File: config.mk
export PLATFORM = sky130hd
export DESIGN_NAME = pair_union_find_with_conflict_check_unit
export DESIGN_NICKNAME = d
export VERILOG_FILES = /design/src/design/puf_pkg.sv /design/src/design/puf_mem.sv /design/src/design/pair_union_find_with_conflict_check_unit.sv
export VERILOG_INCLUDE_DIRS = /design/src /design/src/design
export SDC_FILE = /design/constraint.sdc
export NUM_CORES = 2
export LEC_CHECK = 0
export BUFFER_PORTS_ARGS = -buffer_cell sky130_fd_sc_hd__buf_2
export CELL_PAD_IN_SITES_DETAIL_PLACEMENT = 1
export CELL_PAD_IN_SITES_GLOBAL_PLACEMENT = 1
export CORE_MARGIN = 2
export CORE_UTILIZATION = 47
export CTS_CLUSTER_SIZE = 28
export DETAILED_ROUTE_END_ITERATION = 8
export GPL_TIMING_DRIVEN = 0
export HOLD_SLACK_MARGIN = 0.1
export PLACE_DENSITY_LB_ADDON = 0.1
export SYNTH_ARGS = -nofsm -noshare
export SYNTH_HDL_FRONTEND = slang
export SYNTH_SLANG_ARGS = --single-unit
File: constraint.sdc
create_clock -name clk -period 4.48 [get_ports clk]
set_input_delay 0.896 -clock clk [delete_from_list [all_inputs] [get_ports clk]]
set_output_delay 0.896 -clock clk [all_outputs]
set_load 0.02 [all_outputs]
File: src/design/pair_union_find_with_conflict_check_unit_assert.svh
`ifndef PAIR_UNION_FIND_WITH_CONFLICT_CHECK_UNIT_ASSERT_SVH
`define PAIR_UNION_FIND_WITH_CONFLICT_CHECK_UNIT_ASSERT_SVH

// same-cycle implication
`define PUF_ASSERT_NOW(label, clk, rst, ante, cons, msg) \
  label: assert property (@(posedge clk) disable iff (rst) (ante) |-> (cons)) else $error(msg);

// next-cycle implication
`define PUF_ASSERT_NEXT(label, clk, rst, ante, cons, msg) \
  label: assert property (@(posedge clk) disable iff (rst) (ante) |=> (cons)) else $error(msg);

`endif

File: src/design/puf_pkg.sv
package puf_pkg;

  localparam int MAX_PAIRS = 64;
  localparam int IDX_W     = 6;
  localparam int SIZE_W    = 7;
  localparam int LET_W     = 5;

  localparam logic [2:0] CMD_ADD    = 3'd0;
  localparam logic [2:0] CMD_UNITE  = 3'd1;
  localparam logic [2:0] CMD_SIZE   = 3'd2;
  localparam logic [2:0] CMD_LOOKUP = 3'd3;
  localparam logic [2:0] CMD_SAME   = 3'd4;
  localparam logic [2:0] CMD_MARK   = 3'd5;
  localparam logic [2:0] CMD_TRUTH  = 3'd6;

  localparam logic [1:0] STAT_OK        = 2'd0;
  localparam logic [1:0] STAT_FULL      = 2'd1;
  localparam logic [1:0] STAT_BAD_MARK  = 2'd2;
  localparam logic [1:0] STAT_NOT_ADDED = 2'd3;

  typedef struct packed {
    logic [LET_W-1:0]  letter_first;
    logic [LET_W-1:0]  letter_second;
    logic              truth;
    logic [IDX_W-1:0]  parent;
    logic [SIZE_W-1:0] size;
    logic [IDX_W-1:0]  ring;
  } entry_t;

  typedef enum logic [3:0] {
    ST_IDLE,
    ST_START,
    ST_FIND_RD,
    ST_FIND_CHK,
    ST_EXEC,
    ST_SCAN_RD,
    ST_SCAN_CMP,
    ST_WR_A,
    ST_WR_B,
    ST_LOOK_RD,
    ST_LOOK_CMP,
    ST_DONE
  } state_t;

  function automatic logic pairs_conflict(input entry_t x, input entry_t y);
    logic [LET_W-1:0] a1, a2, b1, b2;
    a1 = x.letter_first;
    a2 = x.letter_second;
    b1 = y.letter_first;
    b2 = y.letter_second;
    return (a1 == b1 && a2 != b2) || (a1 == b2 && a2 != b1) ||
           (b1 == a2 && b2 != a1) || (a2 == b2 && a1 != b1);
  endfunction

endpackage

File: src/design/puf_mem.sv
module puf_mem (
  input  logic                        clk,
  input  logic                        we,
  input  logic [puf_pkg::IDX_W-1:0]   waddr,
  input  puf_pkg::entry_t             wdata,
  input  logic [puf_pkg::IDX_W-1:0]   raddr_a,
  input  logic [puf_pkg::IDX_W-1:0]   raddr_b,
  output puf_pkg::entry_t             rdata_a,
  output puf_pkg::entry_t             rdata_b
);

  puf_pkg::entry_t mem [puf_pkg::MAX_PAIRS];

  always_ff @(posedge clk) begin
    if (we) begin
      mem[waddr] <= wdata;
    end
    rdata_a <= mem[raddr_a];
    rdata_b <= mem[raddr_b];
  end

endmodule

File: src/design/pair_union_find_with_conflict_check_unit.sv
// Command flow up to m_tvalid: add finishes in the start state; size, truth, same set,
// mark walk the parent chain entry by entry (at most seven); lookup reads entries one by one.
// Unite walks both chains, compares member pairs while both sets are true, then writes back.
// One command in flight at a time; the next is taken while a result waits in m_tdata,
// and a full output register holds the block in its last state.
// Reset clears pair count, control and output valid; table entries stay undefined.
`include "pair_union_find_with_conflict_check_unit_assert.svh"

module pair_union_find_with_conflict_check_unit (
  input  logic        clk,
  input  logic        rst,
  input  logic        s_tvalid,
  output logic        s_tready,
  // command[2:0], index_a[8:3], index_b[14:9], letter_a[19:15], letter_b[24:20],
  // mark_value[26:25], zero fill above
  input  logic [31:0] s_tdata,
  output logic        m_tvalid,
  input  logic        m_tready,
  // status[1:0], result_value[8:2], result_flag[9], contradiction[10], zero fill
  output logic [15:0] m_tdata
);

  localparam int IW = puf_pkg::IDX_W;
  localparam int SW = puf_pkg::SIZE_W;
  localparam int LW = puf_pkg::LET_W;

  puf_pkg::state_t state, state_next;

  logic [2:0]    cmd;
  logic [IW-1:0] ia, ib;
  logic [LW-1:0] la, lb;
  logic [1:0]    mv;
  logic [SW-1:0] count, count_next;
  logic [IW-1:0] ca, ca_next, cb, cb_next, x, x_next, y, y_next, k, k_next;
  logic          done_a, done_a_next, done_b, done_b_next;
  logic          keep_b, keep_b_next, new_truth, new_truth_next;
  puf_pkg::entry_t ea, ea_next, eb, eb_next;
  logic [1:0]    rstat, rstat_next;
  logic [SW-1:0] rval, rval_next;
  logic          rflag, rflag_next, rcontra, rcontra_next;
  logic          out_load;

  logic            we;
  logic [IW-1:0]   waddr, raddr_a, raddr_b;
  puf_pkg::entry_t wdata, rdata_a, rdata_b;
  logic [SW-1:0]   size_sum;
  logic            da, db;

  puf_mem u_mem (
    .clk     (clk),
    .we      (we),
    .waddr   (waddr),
    .wdata   (wdata),
    .raddr_a (raddr_a),
    .raddr_b (raddr_b),
    .rdata_a (rdata_a),
    .rdata_b (rdata_b)
  );

  assign s_tready = (state == puf_pkg::ST_IDLE);
  assign size_sum = ea.size + eb.size;
  assign da       = done_a || (rdata_a.parent == ca);
  assign db       = done_b || (rdata_b.parent == cb);

  always_comb begin
    state_next     = state;
    count_next     = count;
    ca_next        = ca;
    cb_next        = cb;
    x_next         = x;
    y_next         = y;
    k_next         = k;
    done_a_next    = done_a;
    done_b_next    = done_b;
    keep_b_next    = keep_b;
    new_truth_next = new_truth;
    ea_next        = ea;
    eb_next        = eb;
    rstat_next     = rstat;
    rval_next      = rval;
    rflag_next     = rflag;
    rcontra_next   = rcontra;
    out_load       = 1'b0;
    we             = 1'b0;
    waddr          = ca;
    wdata          = ea;
    raddr_a        = ca;
    raddr_b        = cb;
    unique case (state)
      puf_pkg::ST_IDLE: begin
        if (s_tvalid) begin
          rstat_next   = puf_pkg::STAT_OK;
          rval_next    = '0;
          rflag_next   = 1'b0;
          rcontra_next = 1'b0;
          state_next   = puf_pkg::ST_START;
        end
      end
      puf_pkg::ST_START: begin
        ca_next     = ia;
        cb_next     = ib;
        done_a_next = 1'b0;
        done_b_next = !(cmd == puf_pkg::CMD_UNITE || cmd == puf_pkg::CMD_SAME);
        k_next      = '0;
        state_next  = puf_pkg::ST_DONE;
        unique case (cmd)
          puf_pkg::CMD_ADD: begin
            if (count == SW'(puf_pkg::MAX_PAIRS)) begin
              rstat_next = puf_pkg::STAT_FULL;
            end else begin
              we          = 1'b1;
              waddr       = count[IW-1:0];
              wdata       = '{letter_first: la, letter_second: lb, truth: 1'b1,
                              parent: count[IW-1:0], size: SW'(1),
                              ring: count[IW-1:0]};
              count_next  = count + SW'(1);
              rval_next   = count;
            end
          end
          puf_pkg::CMD_UNITE, puf_pkg::CMD_SAME: begin
            if ({1'b0, ia} >= count || {1'b0, ib} >= count) begin
              rstat_next = puf_pkg::STAT_NOT_ADDED;
            end else begin
              state_next = puf_pkg::ST_FIND_RD;
            end
          end
          puf_pkg::CMD_SIZE, puf_pkg::CMD_TRUTH, puf_pkg::CMD_MARK: begin
            if (cmd == puf_pkg::CMD_MARK && mv[1]) begin
              rstat_next = puf_pkg::STAT_BAD_MARK;
            end else if ({1'b0, ia} >= count) begin
              rstat_next = puf_pkg::STAT_NOT_ADDED;
            end else begin
              state_next = puf_pkg::ST_FIND_RD;
            end
          end
          puf_pkg::CMD_LOOKUP: begin
            if (count != '0) begin
              state_next = puf_pkg::ST_LOOK_RD;
            end
          end
          default: begin
          end
        endcase
      end
      puf_pkg::ST_FIND_RD: begin
        state_next = puf_pkg::ST_FIND_CHK;
      end
      puf_pkg::ST_FIND_CHK: begin
        if (!done_a) begin
          if (rdata_a.parent == ca) ea_next = rdata_a;
          else ca_next = rdata_a.parent;
        end
        if (!done_b) begin
          if (rdata_b.parent == cb) eb_next = rdata_b;
          else cb_next = rdata_b.parent;
        end
        done_a_next = da;
        done_b_next = db;
        state_next  = (da && db) ? puf_pkg::ST_EXEC : puf_pkg::ST_FIND_RD;
      end
      puf_pkg::ST_EXEC: begin
        state_next = puf_pkg::ST_DONE;
        unique case (cmd)
          puf_pkg::CMD_SIZE:  rval_next  = ea.size;
          puf_pkg::CMD_TRUTH: rflag_next = ea.truth;
          puf_pkg::CMD_SAME:  rflag_next = (ca == cb);
          puf_pkg::CMD_MARK: begin
            we          = 1'b1;
            waddr       = ca;
            wdata       = ea;
            wdata.truth = mv[0];
          end
          puf_pkg::CMD_UNITE: begin
            if (ca == cb) begin
              rval_next  = ea.size;
              rflag_next = ea.truth;
            end else begin
              keep_b_next    = (ea.size < eb.size);
              new_truth_next = ea.truth & eb.truth;
              x_next         = cb;
              y_next         = ca;
              state_next     = (ea.truth & eb.truth) ? puf_pkg::ST_SCAN_RD
                                                     : puf_pkg::ST_WR_A;
            end
          end
          default: begin
          end
        endcase
      end
      puf_pkg::ST_SCAN_RD: begin
        raddr_a    = x;
        raddr_b    = y;
        state_next = puf_pkg::ST_SCAN_CMP;
      end
      puf_pkg::ST_SCAN_CMP: begin
        if (puf_pkg::pairs_conflict(rdata_a, rdata_b)) begin
          new_truth_next = 1'b0;
          rcontra_next   = 1'b1;
          state_next     = puf_pkg::ST_WR_A;
        end else if (rdata_b.ring != ca) begin
          y_next     = rdata_b.ring;
          state_next = puf_pkg::ST_SCAN_RD;
        end else if (rdata_a.ring != cb) begin
          x_next     = rdata_a.ring;
          y_next     = ca;
          state_next = puf_pkg::ST_SCAN_RD;
        end else begin
          state_next = puf_pkg::ST_WR_A;
        end
      end
      puf_pkg::ST_WR_A: begin
        we         = 1'b1;
        waddr      = ca;
        wdata      = ea;
        wdata.ring = eb.ring;
        if (keep_b) begin
          wdata.parent = cb;
        end else begin
          wdata.size  = size_sum;
          wdata.truth = new_truth;
        end
        state_next = puf_pkg::ST_WR_B;
      end
      puf_pkg::ST_WR_B: begin
        we         = 1'b1;
        waddr      = cb;
        wdata      = eb;
        wdata.ring = ea.ring;
        if (keep_b) begin
          wdata.size  = size_sum;
          wdata.truth = new_truth;
        end else begin
          wdata.parent = ca;
        end
        rval_next  = size_sum;
        rflag_next = new_truth;
        state_next = puf_pkg::ST_DONE;
      end
      puf_pkg::ST_LOOK_RD: begin
        raddr_a    = k;
        state_next = puf_pkg::ST_LOOK_CMP;
      end
      puf_pkg::ST_LOOK_CMP: begin
        if ((rdata_a.letter_first == la && rdata_a.letter_second == lb) ||
            (rdata_a.letter_second == la && rdata_a.letter_first == lb)) begin
          rval_next  = SW'(k);
          rflag_next = 1'b1;
          state_next = puf_pkg::ST_DONE;
        end else if ({1'b0, k} == count - SW'(1)) begin
          state_next = puf_pkg::ST_DONE;
        end else begin
          k_next     = k + IW'(1);
          state_next = puf_pkg::ST_LOOK_RD;
        end
      end
      puf_pkg::ST_DONE: begin
        if (!m_tvalid || m_tready) begin
          out_load   = 1'b1;
          state_next = puf_pkg::ST_IDLE;
        end
      end
      default: state_next = puf_pkg::ST_IDLE;
    endcase
  end

  always_ff @(posedge clk) begin
    if (rst) begin
      state    <= puf_pkg::ST_IDLE;
      count    <= '0;
      m_tvalid <= 1'b0;
    end else begin
      state <= state_next;
      count <= count_next;
      if (out_load) begin
        m_tvalid <= 1'b1;
      end else if (m_tready) begin
        m_tvalid <= 1'b0;
      end
    end
  end

  always_ff @(posedge clk) begin
    if (s_tvalid && s_tready) begin
      cmd <= s_tdata[2:0];
      ia  <= s_tdata[8:3];
      ib  <= s_tdata[14:9];
      la  <= s_tdata[19:15];
      lb  <= s_tdata[24:20];
      mv  <= s_tdata[26:25];
    end
    ca        <= ca_next;
    cb        <= cb_next;
    x         <= x_next;
    y         <= y_next;
    k         <= k_next;
    done_a    <= done_a_next;
    done_b    <= done_b_next;
    keep_b    <= keep_b_next;
    new_truth <= new_truth_next;
    ea        <= ea_next;
    eb        <= eb_next;
    rstat     <= rstat_next;
    rval      <= rval_next;
    rflag     <= rflag_next;
    rcontra   <= rcontra_next;
    if (out_load) begin
      m_tdata <= {5'd0, rcontra, rflag, rval, rstat};
    end
  end

  `PUF_ASSERT_NOW(a_count_range, clk, rst, 1'b1, count <= SW'(puf_pkg::MAX_PAIRS), "count overflow")
  `PUF_ASSERT_NEXT(a_accept_start, clk, rst, s_tvalid && s_tready, state == puf_pkg::ST_START, "accept lost")
  `PUF_ASSERT_NOW(a_write_state, clk, rst, we, state == puf_pkg::ST_START || state == puf_pkg::ST_EXEC || state == puf_pkg::ST_WR_A || state == puf_pkg::ST_WR_B, "stray write")
  `PUF_ASSERT_NEXT(a_count_add, clk, rst, state != puf_pkg::ST_START || cmd != puf_pkg::CMD_ADD, $stable(count), "count moved")
  `PUF_ASSERT_NOW(a_load_free, clk, rst, out_load, !m_tvalid || m_tready, "result overwritten")

endmodule

# Yosys cells after proc, flatten, opt, wreduce, memory -nomap -nowiden
# Memory sizes are Yosys's and may differ from the RTL's. A register that Yosys moved wholly into a read port is not among the register bits.
# Index checks and enable logic that the tools add are counted.
[op_classes]
magnitude_cmp = 3
mux = 90
add_sub_neg = 4
reduce_logical = 49
eq_ne = 61
bitwise = 5
[ops]
columns = ["operator", "count"]
rows = [
  ["$mux W6", 21],
  ["$pmux W30 S4", 1],
  ["$pmux W6 S2", 7],
  ["$mux W30", 2],
  ["$mux W7", 7],
  ["$pmux W4 S12", 1],
  ["$eq A5 B5 Y1", 8],
  ["$pmux W7 S5", 1],
  ["$ne A2 B2 Y1 const B", 16],
  ["$mux W4", 7],
  ["$mux W2", 12],
  ["$reduce_and A3 Y1", 8],
  ["$mux W20", 1],
  ["$ne A5 B5 Y1", 4],
  ["$eq A6 B6 Y1", 3],
  ["$mux W1", 18],
  ["$eq A4 B3 Y1 const B", 4],
  ["$eq A4 B4 Y1 const B", 4],
  ["$ge A6 B7 Y1", 2],
  ["$pmux W7 S2", 1],
  ["$ne A3 B3 Y1 const B", 4],
  ["$ne A6 B6 Y1", 2],
  ["$pmux W4 S3", 1],
  ["$reduce_and A6 Y1", 2],
  ["other kinds (40)", 75],
]
[word_totals]
ramBits = 1920
out_inout_bits = 18
wordCells = 248
memories = 1
regBits = 155
inputBits = 36
[memory_table]
columns = ["memory", "depth", "word_bits", "rd", "rd_ports_with_merged_regs", "write_ports", "line", "rtl"]
rows = [
  ["u_mem.mem", 64, 30, 2, 2, 1, "puf_mem.sv:12", "puf_pkg::entry_t mem [puf_pkg::MAX_PAIRS];"],
]

# Depth between registers and ports, before layout
[logic_depth]
depth_word = 7
ltp_mapped = 14
depth_no_buf = 10

# Hierarchy
# A second synthesis with hierarchy kept.
[hier_totals]
cells_unflattened = 5404
hier_area_um2 = 98847.3
[modules_own_cells]
columns = ["mod", "area_per_inst_um2", "cells_per_inst", "n_inst", "seq_area_each_um2"]
rows = [
  ["puf_mem", 90206.5, 4590, 1, 58856.4],
  ["pair_union_find_with_conflict_check_unit", 8640.8, 814, 1, 4534.3],
]

# Worst setup path before layout
# No wires, ideal clock.
[synth_path]
path_type = "register -> register"
start = "register state[2]"
end = "register ea[0] (netlist bit) (enable)"
path_buffers = 3
setup_slack_ns = -0.442
synth_period_minus_slack_ns = 4.922
arrival_time_ns = 4.418
stages_incl_launch_ff = 7
t_required_ns = 3.976
setup_ns = 0.504
path_cell_list = "dfxtp_1 > buf_2 > buf_2 > buf_1 > nor2_1 > nand2_1 > nor4b_1"
[synth_between]
elab_chain_cells = 2
[synth_rtl]
columns = ["item", "line", "rtl"]
rows = [
  ["start, declared", "pair_union_find_with_conflict_check_unit.sv:27", "puf_pkg::state_t state, state_next;"],
  ["start signal, assigned", "pair_union_find_with_conflict_check_unit.sv:268", "state <= puf_pkg::ST_IDLE;"],
  ["start signal, assigned", "pair_union_find_with_conflict_check_unit.sv:272", "state <= state_next;"],
  ["$eq A4 B2 Y1", "pair_union_find_with_conflict_check_unit.sv:89", "unique case (state)"],
  ["$reduce_and A3 Y1 (no line)", "n/a", ""],
  ["end signal, assigned", "pair_union_find_with_conflict_check_unit.sv:300", "ea <= ea_next;"],
  ["end, declared", "pair_union_find_with_conflict_check_unit.sv:37", "puf_pkg::entry_t ea, ea_next, eb, eb_next;"],
]
# Every way passes these cells.
# A chain may end at the register's enable or synchronous reset.

# Worst setup path after layout
[layout_path]
start = "register state[0]"
end = "register, netlist name u_mem.rdata_b[22]"
[layout_between]
elab_chain_cells = 2
[layout_rtl]
columns = ["item", "line"]
rows = [
  ["$eq A4 B3 Y1", "pair_union_find_with_conflict_check_unit.sv:89"],
  ["$mux W6", "pair_union_find_with_conflict_check_unit.sv:89"],
]
# Every way passes these cells.

==> results by group <==
Status
  – Status: finished with violations
  – Violated checks: setup timing

Logic synthesis
  – Async set-reset flop share out of synthesis: 0%
  – Number of synthesized register bits: 2135
  – Flip-flop cell with the highest count after synthesis: sky130_fd_sc_hd__edfxtp_1
  – Number of warnings printed during yosys synthesis: 0
  – Synth Cell Area: 0.1007 mm2
  – Share of synthesized area occupied by flip-flops and latches: 62.96%
  – Mean post-synth cell area: 11.77 um2
  – Distinct cell type count of the synthesized netlist: 75
  – Post-Syn Instances: 8555
  – EDFF count, synth: 2063

GRT
  – GRT Residual Overflow: 0
  – Number of global-route vias before repair: 81.39k
  – Initial antenna violation count: 67
  – Wire length of the first global-routing pass: 664.8 mm
  – GRT Resource Usage Total: 44.53%
  – Pin count of the biggest net entering global routing: 65

Route
  – Via total after detailed routing: 82.64k
  – DR WL/cell: 40.61 um
  – Drt total wl: 492.7 mm
  – Number of DRC violations after detailed-routing iteration 0: 13.25k
  – DRC errors left: 0
  – Post-DRT Antenna Nets: 0
  – Via-to-Cell Ratio: 6.811
  – TritonRoute pass-1 iters: 7

Floorplan
  – Y dimension of the die: 466.9 um
  – Core area: 0.2125 mm2
  – Overall die area: 0.2179 mm2
  – Effective utilization at floorplan: 47.38%
  – I/O pin total: 54
  – Width of the chip: 466.9 um
  – Floorplan row count: 169

Clock network
  – Master cell of the clock root buffer: sky130_fd_sc_hd__clkbuf_16
  – Clk Latency, worst-skew pair: 0.92 ns
  – Clock Path Buffers: 3
  – Cts hold-fix bufs: 0
  – Clock transition time at the flip-flop clock pins of the worst setup and hold paths: 0.07 ns
  – TritonCTS clock tree: done
  – Number of clock sinks seen by CTS: 2135
  – Clock buffers created by TritonCTS: 233
  – Max H-tree Level: 4

Worst hold path
  – Min-delay src: s_tdata[9]
  – Worst-case hold path end point: ib[0]$_DFFE_PP_
  – Worst hold path cell count: 1
  – Path type of the worst min-delay path: primary input to flip-flop

Placed design
  – I/O Buffers: 43
  – DP HPWL: 364.4 mm
  – Pre-CTS setup slack: -1.491 ns
  – Gp weighted congestion: 1.036
  – Cell area reported after detailed placement: 0.1080 mm2

Power
  – Cell leakage power: 41.16 nW
  – Overall Power: 80.13 mW
  – Ratio of total power to cell area: 675.4 mW/mm2
  – VDD IR-drop max: 0.4498 mV

Critical path
  – Critical Path RT: 5.26 ns
  – CP endpoint kind: flip-flop
  – Largest fanout on the critical path: 10
  – Path depth of the worst reg2reg path: 10
  – R2R Path Start: state[0]$_SDFFE_PP0P_
  – Critical path launch point type: flip-flop
  – Crit Reg-Reg Endpoint: u_mem.rdata_b[22]$_DFF_P_
  – Worst setup slack for register-to-register paths: -0.25 ns
  – Arrival time at the worst endpoint: 5.51 ns
  – Start-to-end type of the worst setup path: flip-flop to flip-flop

Cells and area
  – Multi-input gate area: 0.03682 mm2
  – Total area of sequential cells: 0.06339 mm2
  – Filler cell count: 21.47k
  – Final Net Count: 9151
  – Commonest non-fill, non-tap cells in the layout: sky130_fd_sc_hd__nand2_1 (2253), sky130_fd_sc_hd__edfxtp_1 (2063), sky130_fd_sc_hd__nand3_1 (857)
  – Final Cell Area: 0.1186 mm2
  – Most common library cell in the layout ignoring fill and taps: sky130_fd_sc_hd__nand2_1
  – Fraction of layout cells with a size suffix above 1: 16.52%
  – Area added between synthesis and finish: 17.83%

STA
  – Final number of hold-violating endpoints: 0
  – Max-slew headroom at the worst pin: 6.171%
  – Highest achievable clock rate: 211.5 MHz
  – Slack of the critical path: -0.2471 ns
  – Slew Viols, Final: 0
  – Unrepaired setup endpoints after global routing: yes
  – Slew at the pin closest to its max-slew limit: 1.407 ns
  – Fin crit period: 4.727 ns
  – Clock tree skew after final layout: 0.03079 ns
  – Final clock period utilization by the worst path: 105.5%
  – Setup-failing EPs final: 229

Run
  – Max cap viols: 0
[layout make-up]
type / instances / area share [%]
Timing Repair Buffer: 297 / 3.536
Tap cell: 2821 / 2.975
Sequential cell: 2135 / 53.43
Clock inverter: 133 / 1.115
Buffer: 650 / 2.535
Multi-Input combinational cell: 5741 / 31.03
Antenna cell: 27 / 0.05695
Inverter: 27 / 0.08753
Clock buffer: 302 / 5.236
[cell families after synthesis]
| kind of cell | after synthesis | synth area share (%) |
|---|---|---|
| XOR/XNOR | 97 | 0.8512 |
| multiplexers | 634 | 9.363 |
| buffers and inverters | 683 | 2.880 |
| adder cells (fa/ha/maj) | 30 | 0.3802 |
| AO/OA/AOI/OAI | 1080 | 6.995 |
| AND/OR/NAND/NOR | 3895 | 16.57 |
| flip-flops | 2135 | 62.96 |
| other | 1 | 0.003724 |
[critical path, cell delays in order, from the launching register on]
cell                       delay, ns
sky130_fd_sc_hd__dfxtp_1        0.29
sky130_fd_sc_hd__buf_2          0.16
sky130_fd_sc_hd__and4bb_1       0.22
sky130_fd_sc_hd__buf_4          0.20
sky130_fd_sc_hd__buf_2          0.22
sky130_fd_sc_hd__o31ai_1        1.06
sky130_fd_sc_hd__nand2_1        0.61
sky130_fd_sc_hd__clkbuf_1       0.48
sky130_fd_sc_hd__a21oi_1        0.79
sky130_fd_sc_hd__nor4_4         0.21
sky130_fd_sc_hd__nand2_1        0.33
[power breakdown]
| group | internal (mW) | total (mW) | switching [mW] |
|---|---|---|---|
| logic | 8.81 | 36.0 | 27.2 |
| clock network | 10.9 | 19.5 | 8.62 |
| registers | 24.0 | 24.7 | 0.653 |
| total | 43.7 | 80.1 | 36.4 |
[cell usage after synthesis, types with 72 or more instances]
| library cell | n | share of area, % |
|---|---|---|
| sky130_fd_sc_hd__dfxtp_1 | 72 | 1.4 |
| sky130_fd_sc_hd__a31oi_1 | 95 | 0.59 |
| sky130_fd_sc_hd__edfxtp_1 | 2063 | 62 |
| sky130_fd_sc_hd__mux2i_1 | 358 | 3.6 |
| sky130_fd_sc_hd__nor2_1 | 374 | 1.4 |
| sky130_fd_sc_hd__a32oi_1 | 89 | 0.77 |
| sky130_fd_sc_hd__nor4_1 | 131 | 0.81 |
| sky130_fd_sc_hd__nand2_1 | 2280 | 8.5 |
| sky130_fd_sc_hd__buf_2 | 197 | 0.98 |
| sky130_fd_sc_hd__o21ai_0 | 73 | 0.36 |
| sky130_fd_sc_hd__clkbuf_1 | 392 | 1.5 |
| sky130_fd_sc_hd__mux4_2 | 242 | 5.4 |
| sky130_fd_sc_hd__a21oi_1 | 461 | 2.3 |
| sky130_fd_sc_hd__nand3_1 | 859 | 4.3 |
| sky130_fd_sc_hd__nor3_1 | 85 | 0.42 |
[registers in the layout (all words and copies together) (netlist names), 7 cells and up]
register       cells
m_tdata           11
rval               7
count              7
u_mem.rdata_b     30
u_mem.mem       1920
u_mem.rdata_a     30
ea                30
eb                30
[what timing repair did]
item / in CTS / in global routing
pin swaps: 49 / 15
setup buffers: 97 / 12
endpoints found under the setup margin: 1963 / 580
gates resized for setup: 274 / 127
[worst max-delay path by stage]
stage                          startpoint  cells after the start  slack, ns                     endpoint
floorplan           count[0]$_SDFFE_PP0P_                     12      -0.30   u_mem.mem[32][0]$_DFFE_PP_
CTS                 count[0]$_SDFFE_PP0P_                     12      -0.03  u_mem.mem[26][11]$_DFFE_PP_
global route        count[0]$_SDFFE_PP0P_                     12      -0.14    u_mem.mem[5][8]$_DFFE_PP_
detailed placement  state[0]$_SDFFE_PP0P_                     13      -1.49    u_mem.rdata_b[12]$_DFF_P_
finish              state[0]$_SDFFE_PP0P_                     10      -0.25    u_mem.rdata_b[22]$_DFF_P_
global placement    state[2]$_SDFFE_PP0P_                      8      -4.51  u_mem.mem[58][11]$_DFFE_PP_
[through the flow]
step	instances	TNS, ns	hold slack, ns	utilization [%]
after CTS	12100	-0.3827	0.1359	55.56
after global placement	11420	-7433.50	0.3877	49.15
after global routing	12110	-9.041	0.1532	55.80
after floorplan	8559	-53.37	0.3855	-
final	12130	-13.23	0.1752	55.83
after detailed placement	11570	-1172.68	0.3902	50.83
[layer usage]
layer	track usage [%]	up-vias	wire length, um
li1	-	32970	-
met1	55.70	42450	175000
met2	64.25	5901	209600
met3	15.88	1264	66650
met4	31.32	52	41050
met5	0	-	392
Note: power is estimated with default switching activity, not from simulation.
